<file path="src/hw/rtl/vtce_pkg.sv">
`default_nettype none
// ----------------------------------------------------------------------------
// vtce_pkg: shared types and constants of the vector terminal encoder
// Beat structs, command codes, stream byte codes and the scaling constants.
// ----------------------------------------------------------------------------
package vtce_pkg;

   localparam int unsigned CoordWidth = 12;   // plot coordinate width
   localparam int unsigned TermXWidth = 11;   // scaled x / pen x width
   localparam int unsigned TermYWidth = 10;   // scaled y / pen y width
   localparam int unsigned IdxWidth   = 5;    // byte index within a command

   // command codes
   localparam logic [1:0] OP_MOVE  = 2'd0;
   localparam logic [1:0] OP_DRAW  = 2'd1;
   localparam logic [1:0] OP_POINT = 2'd2;

   // stream bytes
   localparam logic [7:0] BYTE_GRAPH = 8'd29;  // enter graph mode
   localparam logic [7:0] BYTE_ALPHA = 8'd31;  // back to alpha mode
   localparam logic [7:0] BYTE_PAD   = 8'd0;
   localparam logic [7:0] BIAS_HI    = 8'd32;
   localparam logic [7:0] BIAS_LO_Y  = 8'd96;
   localparam logic [7:0] BIAS_LO_X  = 8'd64;

   // last byte index per command (10, 12 and 22 bytes)
   localparam logic [IdxWidth-1:0] LAST_MOVE  = 5'd9;
   localparam logic [IdxWidth-1:0] LAST_DRAW  = 5'd11;
   localparam logic [IdxWidth-1:0] LAST_POINT = 5'd21;
   // first byte of the draw half of a point
   localparam logic [IdxWidth-1:0] POINT_DRAW_START = 5'd10;

   // x * 1024 / 2200 == (x * ceil(2^29 / 275)) >> 22, exact for x < 4096
   localparam logic [20:0] SCALE_X_MUL   = 21'd1952258;
   // y * 750 / 3100 == (y * 15 * ceil(2^22 / 62)) >> 22, exact for y < 4096
   localparam logic [19:0] SCALE_Y_MUL   = 20'd1014765;
   localparam int unsigned SCALE_SHIFT   = 22;

   typedef struct packed {
      logic [1:0]            operation;
      logic [CoordWidth-1:0] x_coord;
      logic [CoordWidth-1:0] y_coord;
   } req_type;

   typedef struct packed {
      logic [7:0] out_byte;
      logic       last;
   } rsp_type;

   // one of the four bytes of a coordinate: y high, y low, x high, x low
   function automatic logic [7:0] coord_byte(input logic [TermXWidth-1:0] x,
                                             input logic [TermYWidth-1:0] y,
                                             input logic [1:0]            sel);
      logic [7:0] b;
      case (sel)
         2'd0:    b = {3'b000, y[9:5]} + BIAS_HI;
         2'd1:    b = {3'b000, y[4:0]} + BIAS_LO_Y;
         2'd2:    b = {2'b00, x[10:5]} + BIAS_HI;
         2'd3:    b = {3'b000, x[4:0]} + BIAS_LO_X;
         default: b = BYTE_PAD;
      endcase
      return b;
   endfunction

endpackage
`default_nettype wire

</file>
<file path="src/hw/rtl/vtce_scale.sv">
`default_nettype none
// ----------------------------------------------------------------------------
// vtce_scale: plot to terminal coordinate scaling
// Truncating x*1024/2200 and y*750/3100 by reciprocal multiplication.
// ----------------------------------------------------------------------------
module vtce_scale (
   input  vtce_pkg::req_type                   cmd,
   output logic [vtce_pkg::TermXWidth-1:0]     term_x,
   output logic [vtce_pkg::TermYWidth-1:0]     term_y
);
   import vtce_pkg::*;

   logic [32:0] prod_x;
   logic [31:0] prod_y;

   assign prod_x = 33'(cmd.x_coord) * 33'(SCALE_X_MUL);
   assign prod_y = 32'(cmd.y_coord) * 32'(SCALE_Y_MUL);

   assign term_x = prod_x[SCALE_SHIFT +: TermXWidth];
   assign term_y = prod_y[SCALE_SHIFT +: TermYWidth];

endmodule
`default_nettype wire

</file>
<file path="src/hw/rtl/vector_terminal_coordinate_encoder_top.sv">
`default_nettype none
// ----------------------------------------------------------------------------
// vector_terminal_coordinate_encoder_top: plot commands to terminal bytes
// Turns move / draw / point commands into a vector-terminal byte stream.
// ----------------------------------------------------------------------------
// Usage:
//  - req channel: one beat per command (operation, x_coord, y_coord).
//    Coordinates are scaled to terminal units, x*1024/2200 and y*750/3100.
//  - rsp channel: one beat per stream byte; last marks the final byte of a
//    command. Move gives 10 beats, draw 12, point 22; code 3 gives none.
//  - Path: a req beat goes through the input register and the serializer
//    to the output register when the serializer is free.
//  - Throughput: one rsp beat per cycle while rsp_stall is low; a new
//    command is loaded in the cycle its predecessor's last byte goes out,
//    with no gap. Code 3 passes through the input register only and
//    never occupies the serializer.
//  - req is stalled only while the input register holds a command that the
//    serializer cannot take yet; one command can wait there.
//  - rsp_stall freezes the output register and the serializer.
//  - Reset (synchronous) empties all stages and sets the pen to (0, 0).
// ----------------------------------------------------------------------------
module vector_terminal_coordinate_encoder_top (
   input  logic              clock,
   input  logic              reset,
   input  logic              req_valid,
   output logic              req_stall,
   input  vtce_pkg::req_type req_data,
   output logic              rsp_valid,
   input  logic              rsp_stall,
   output vtce_pkg::rsp_type rsp_data
);
   import vtce_pkg::*;

   // input register
   logic    a_valid_ff, a_valid_in;
   req_type a_req_ff, a_req_in;

   // scaled coordinate of the held command
   logic [TermXWidth-1:0] term_x;
   logic [TermYWidth-1:0] term_y;

   // serializer: command being sent, first (a) and second (b) coordinate
   logic                  busy_ff, busy_in;
   logic [1:0]            op_ff, op_in;
   logic [IdxWidth-1:0]   idx_ff, idx_in;
   logic [TermXWidth-1:0] ax_ff, ax_in, bx_ff, bx_in;
   logic [TermYWidth-1:0] ay_ff, ay_in, by_ff, by_in;

   // pen position
   logic [TermXWidth-1:0] pen_x_ff, pen_x_in;
   logic [TermYWidth-1:0] pen_y_ff, pen_y_in;

   // output register
   logic    rsp_valid_ff, rsp_valid_in;
   rsp_type rsp_data_ff, rsp_data_in;

   logic                out_free;
   logic                cmd_last;
   logic                cmd_free;
   logic                a_take;
   logic                draw_phase;
   logic [3:0]          step;
   logic [IdxWidth-1:0] step_full;
   logic [7:0]          byte_val;

   vtce_scale u_scale (
      .cmd    (a_req_ff),
      .term_x (term_x),
      .term_y (term_y)
   );

   assign out_free  = !rsp_valid_ff || !rsp_stall;
   assign cmd_free  = !busy_ff || (out_free && cmd_last);
   assign a_take    = a_valid_ff && cmd_free;
   assign req_stall = a_valid_ff && !a_take;

   // end of the current command
   always_comb begin
      case (op_ff)
         OP_MOVE:  cmd_last = busy_ff && (idx_ff == LAST_MOVE);
         OP_DRAW:  cmd_last = busy_ff && (idx_ff == LAST_DRAW);
         OP_POINT: cmd_last = busy_ff && (idx_ff == LAST_POINT);
         default:  cmd_last = 1'b0;
      endcase
   end

   // byte of the current index; a point is a move, then a draw from a to b
   always_comb begin
      if (op_ff == OP_POINT && idx_ff >= POINT_DRAW_START) begin
         draw_phase = 1'b1;
         step_full  = idx_ff - POINT_DRAW_START;
      end else begin
         draw_phase = (op_ff == OP_DRAW);
         step_full  = idx_ff;
      end
      step = step_full[3:0];

      if (step == 4'd0) begin
         byte_val = BYTE_GRAPH;
      end else if (step inside {[4'd1:4'd4]}) begin
         byte_val = coord_byte(ax_ff, ay_ff, 2'(step - 4'd1));
      end else if (draw_phase && (step inside {[4'd5:4'd8]})) begin
         byte_val = coord_byte(bx_ff, by_ff, 2'(step - 4'd5));
      end else if (!draw_phase && step == 4'd5) begin
         byte_val = BYTE_ALPHA;
      end else begin
         byte_val = BYTE_PAD;
      end
   end

   always_comb begin
      a_valid_in   = a_valid_ff && !a_take;
      a_req_in     = a_req_ff;
      busy_in      = busy_ff;
      op_in        = op_ff;
      idx_in       = idx_ff;
      ax_in        = ax_ff;
      ay_in        = ay_ff;
      bx_in        = bx_ff;
      by_in        = by_ff;
      pen_x_in     = pen_x_ff;
      pen_y_in     = pen_y_ff;
      rsp_valid_in = rsp_valid_ff;
      rsp_data_in  = rsp_data_ff;

      if (req_valid && !req_stall) begin
         a_valid_in = 1'b1;
         a_req_in   = req_data;
      end

      // one byte per free output slot
      if (out_free) begin
         rsp_valid_in         = busy_ff;
         rsp_data_in.out_byte = byte_val;
         rsp_data_in.last     = cmd_last;
         if (busy_ff) begin
            idx_in = idx_ff + 1'b1;
            if (cmd_last) begin
               busy_in = 1'b0;
            end
         end
      end

      // load next command; code 3 is dropped here
      if (a_take) begin
         op_in  = a_req_ff.operation;
         idx_in = '0;
         case (a_req_ff.operation)
            OP_MOVE: begin
               busy_in  = 1'b1;
               ax_in    = term_x;
               ay_in    = term_y;
               pen_x_in = term_x;
               pen_y_in = term_y;
            end
            OP_DRAW: begin
               busy_in  = 1'b1;
               ax_in    = pen_x_ff;
               ay_in    = pen_y_ff;
               bx_in    = term_x;
               by_in    = term_y;
               pen_x_in = term_x;
               pen_y_in = term_y;
            end
            OP_POINT: begin
               busy_in  = 1'b1;
               ax_in    = term_x;
               ay_in    = term_y;
               bx_in    = term_x + 1'b1;
               by_in    = term_y;
               pen_x_in = term_x + 1'b1;
               pen_y_in = term_y;
            end
            default: begin
            end
         endcase
      end
   end

   always_ff @(posedge clock) begin
      if (reset) begin
         a_valid_ff   <= 1'b0;
         busy_ff      <= 1'b0;
         op_ff        <= OP_MOVE;
         idx_ff       <= '0;
         pen_x_ff     <= '0;
         pen_y_ff     <= '0;
         rsp_valid_ff <= 1'b0;
      end else begin
         a_valid_ff   <= a_valid_in;
         busy_ff      <= busy_in;
         op_ff        <= op_in;
         idx_ff       <= idx_in;
         pen_x_ff     <= pen_x_in;
         pen_y_ff     <= pen_y_in;
         rsp_valid_ff <= rsp_valid_in;
      end
   end

   always_ff @(posedge clock) begin
      a_req_ff    <= a_req_in;
      ax_ff       <= ax_in;
      ay_ff       <= ay_in;
      bx_ff       <= bx_in;
      by_ff       <= by_in;
      rsp_data_ff <= rsp_data_in;
   end

   assign rsp_valid = rsp_valid_ff;
   assign rsp_data  = rsp_data_ff;

endmodule
`default_nettype wire

</file>
<file path="config.mk">
export PLATFORM = sky130hd
export DESIGN_NAME = vector_terminal_coordinate_encoder_top
export DESIGN_NICKNAME = d
export VERILOG_FILES = /design/src/hw/rtl/vtce_pkg.sv /design/src/hw/rtl/vtce_scale.sv /design/src/hw/rtl/vector_terminal_coordinate_encoder_top.sv
export SDC_FILE = /design/constraint.sdc
export NUM_CORES = 1
export LEC_CHECK = 0
export BUFFER_PORTS_ARGS = -buffer_cell sky130_fd_sc_hd__buf_4
export CAP_MARGIN = 10
export CORE_MARGIN = 3
export CORE_UTILIZATION = 23
export DETAILED_ROUTE_END_ITERATION = 10
export PLACE_DENSITY = 0.44
export RECOVER_POWER = 25
export SYNTH_ARGS = -nofsm -noshare
export SYNTH_HDL_FRONTEND = slang
export SYNTH_SLANG_ARGS = --single-unit
</file>
<file path="constraint.sdc">
create_clock -name clock -period 17.5 [get_ports clock]
set_clock_uncertainty 0.1 [all_clocks]
set_input_delay 0.875 -clock clock [delete_from_list [all_inputs] [get_ports clock]]
set_output_delay 0.875 -clock clock [all_outputs]
set_load 0.03 [all_outputs]
</file>
==> flow_summary.toml <==
[synth]
ys_seq_area_frac = 0.2489
synth.distinct_cells = 75
netlist_top_cells_count = "inv_1 (246), ha_1 (170), fa_1 (146), nand2_1 (109), edfxtp_1 (76)"
synth_edf_count = 76
synth_cells = 1140
syn_area_um2 = 11660
synth-warning-count = 0
synth_most_common_cell = "inv_1"
yosys.area.top_type_share = 0.2506
synth_nets = 1486
synth_top_cell_by_area = "fa_1"
ys_async_sr_fraction = 0
synth_seq_cells = 107
synth_flop_cell = "edfxtp_1"
syn_avg_cell_area_um2 = 10.23
synth_area_leaders = "fa_1 (25%), edfxtp_1 (20%), ha_1 (18%), inv_1 (7.9%), dfxtp_1 (5.3%)"

[layout]
drive_gt1_frac = 0.05707
fin_nets = 1515
final_area_um2 = 12950
n_antenna_cell = 0
fillCellCount = 5227
area_growth_syn_to_layout_pct = 11.04

[clock_network]
tritoncts = "built"
cts_buffers = 9
htree_levels = 3
root_buffer = "clkbuf_16"
clock_latency_ns = 0.38
cts_setup_buffers = 0
cts.clk_slew.worst_paths_ns = 0.08
ctsResizeCount = 0
cts_buffer_depth = 2
clock-sinks = 107
ctsHoldBuffers = 0

[worst_setup_path]
r2r_end = "ay_ff[9]"
r2r-start = "a_req_ff[3]"
critPathCaptureType = "flip-flop"
worst_ep_required_time_ns = 17.49
cp.arrival_ns = 6.47
cp_max_fo = 4
crit_type = "reg2reg"
r2r_slack_ns = 11.02
cp-start-kind = "flip-flop"
worst-r2r-cell-count = 20

[die]
ios = 41
num_rows = 81
start_util = 0.2353
die_w_um = 231.2
die_area_um2 = 53440
die_height_um = 231.2
core_area_um2 = 49560

[routing]
antenna_left = 0
routed-via-count = 7561
wl_per_cell_um = 14.28
viasPerCell = 4.114
drc = 0
dr.pass1.iters = 5
drt_iter0_drc = 324
drt_wl_total_um = 26250

[place]
place_congestion = 0.8242
post_dp_cell_area_um2 = 12670
dp_hpwl_um = 21710
io_buffers = 39

[timing]
worst_slew_pin_slew_ns = 1.447
timing.final.crit_share = 0.3704
hold_violations = 0
clock.fmax_mhz = 154.3
report.final.slew_viol_count = 0
final-setup-viol-count = 0
finalSetupTns_ns = 0
rsz0062_at_grt = "no"
maxSlewHeadroom = 0.03508
min_period_ns = 6.482

[worst_hold_path]
hp-class = "reg2reg"
min_from = "pen_y_ff[3]"
min_to = "pen_y_ff[3]"
holdPathStages = 2

[global_routing]
grt_pass1_vias = 7950
antenna_found_initial = 0
grt_max_degree = 45
grt_usage = 0.1031
overflow = 0
grt_pass1_wl_um = 43260

[flow_run]
cap_viol_max_count = 0

[outcome]
status = "finished clean"
==> sequential cells by signal (all words and copies together) (netlist names) <==
register	flops
bx_ff	11
rsp_data	8
ay_ff	10
by_ff	10
op_ff	2
ax_ff	11
pen_y_ff	10
idx_ff	5
pen_x_ff	11
a_valid_ff	1
busy_ff	1
rsp_valid	1
a_req_ff	26
==> kinds of logic (layout without fill, tap and decap cells) <==
kind of cell | Yosys count | in the layout | share of synthesized area
buffers and inverters | 271 | 305 | 0.09163
AO/OA/AOI/OAI | 163 | 163 | 0.09528
XOR/XNOR | 38 | 38 | 0.02854
other | 1 | 1 | 0.0003216
multiplexers | 6 | 6 | 0.005365
AND/OR/NAND/NOR | 238 | 238 | 0.09689
flip-flops | 107 | 107 | 0.2489
adder cells (fa/ha/maj) | 316 | 316 | 0.4330
==> final cells by class <==
cell class / count / area, µm² / share of cell area
inverter: 247 / 927.1 / 0.07160
sequential: 107 / 2903 / 0.2242
tap: 664 / 830.8 / 0.06416
multi-input combinational: 762 / 7700 / 0.5946
clock inverter: 7 / 91.34 / 0.007054
timing repair buffer: 42 / 271.5 / 0.02097
clock buffer: 9 / 225.2 / 0.01739
==> per-stage QoR <==
step | hold WS (ns) | setup slack [ns] | cells | util
final | 0.3594 | 11.02 | 1838 | 0.2613
after global routing | 0.3810 | 10.52 | 1838 | 0.2613
after CTS | 0.3601 | 11.02 | 1837 | 0.2620
after global placement | 0.3434 | 11.09 | 1821 | 0.2556
after detailed placement | 0.3484 | 11.05 | 1821 | 0.2556
after floorplan | 0.3366 | 11.45 | 1140 | -
==> worst max-delay path by stage <==
stage / start / endpoint / slack [ns]
floorplan: a_req_ff[16] / pen_x_ff[10] / 11.45
global placement: a_req_ff[16] / bx_ff[10] / 11.09
detailed placement: a_req_ff[16] / pen_x_ff[10] / 11.05
CTS: a_req_ff[16] / pen_x_ff[10] / 11.02
global route: a_req_ff[15] / bx_ff[10] / 10.52
finish: a_req_ff[3] / ay_ff[9] / 11.02
==> cells in the final DEF, fill, tap and decap left out, types with 5 or more instances in the layout <==
| cell | n |
|---|---|
| o21ai_0 | 27 |
| nor2_1 | 52 |
| xor2_1 | 18 |
| dfxtp_1 | 31 |
| nand4_1 | 5 |
| clkbuf_16 | 9 |
| a222oi_1 | 10 |
| edfxtp_1 | 76 |
| xnor2_1 | 20 |
| and3_1 | 6 |
| fa_1 | 146 |
| clkbuf_1 | 11 |
| ha_1 | 170 |
| o211ai_1 | 6 |
| a211oi_1 | 8 |
| nand3_1 | 11 |
| nand2b_1 | 5 |
| nand2_1 | 109 |
| o21bai_1 | 6 |
| clkbuf_4 | 26 |
| nor3_1 | 13 |
| a21o_1 | 11 |
| inv_1 | 246 |
| a21oi_1 | 52 |
==> worst max-delay path, stage by stage, from the launching register on <==
cell and delay, ns:
edfxtp_1 0.47, fa_1 0.68, inv_1 0.15, fa_1 0.57, inv_1 0.10, fa_1 0.56, inv_1 0.06, fa_1 0.55
inv_1 0.06, fa_1 0.47, ha_1 0.33, and4_1 0.23, nor4b_1 0.14, o41ai_1 0.10, a21oi_1 0.27, a41o_1 0.34
a221o_1 0.39, nor4_1 0.26, a41oi_1 0.08, nand3_1 0.17, a21oi_1 0.11
==> routing by layer <==
layer / share of wire / track usage
met5: 0 / 0
met3: 0.030 / 0.01954
met2: 0.47 / 0.1671
met1: 0.49 / 0.1451
met4: 0.0079 / 0.01801
Power is left out: the tool's default activity adds up to more than one toggle a clock period on the data nets, which glitch-free logic cannot reach.
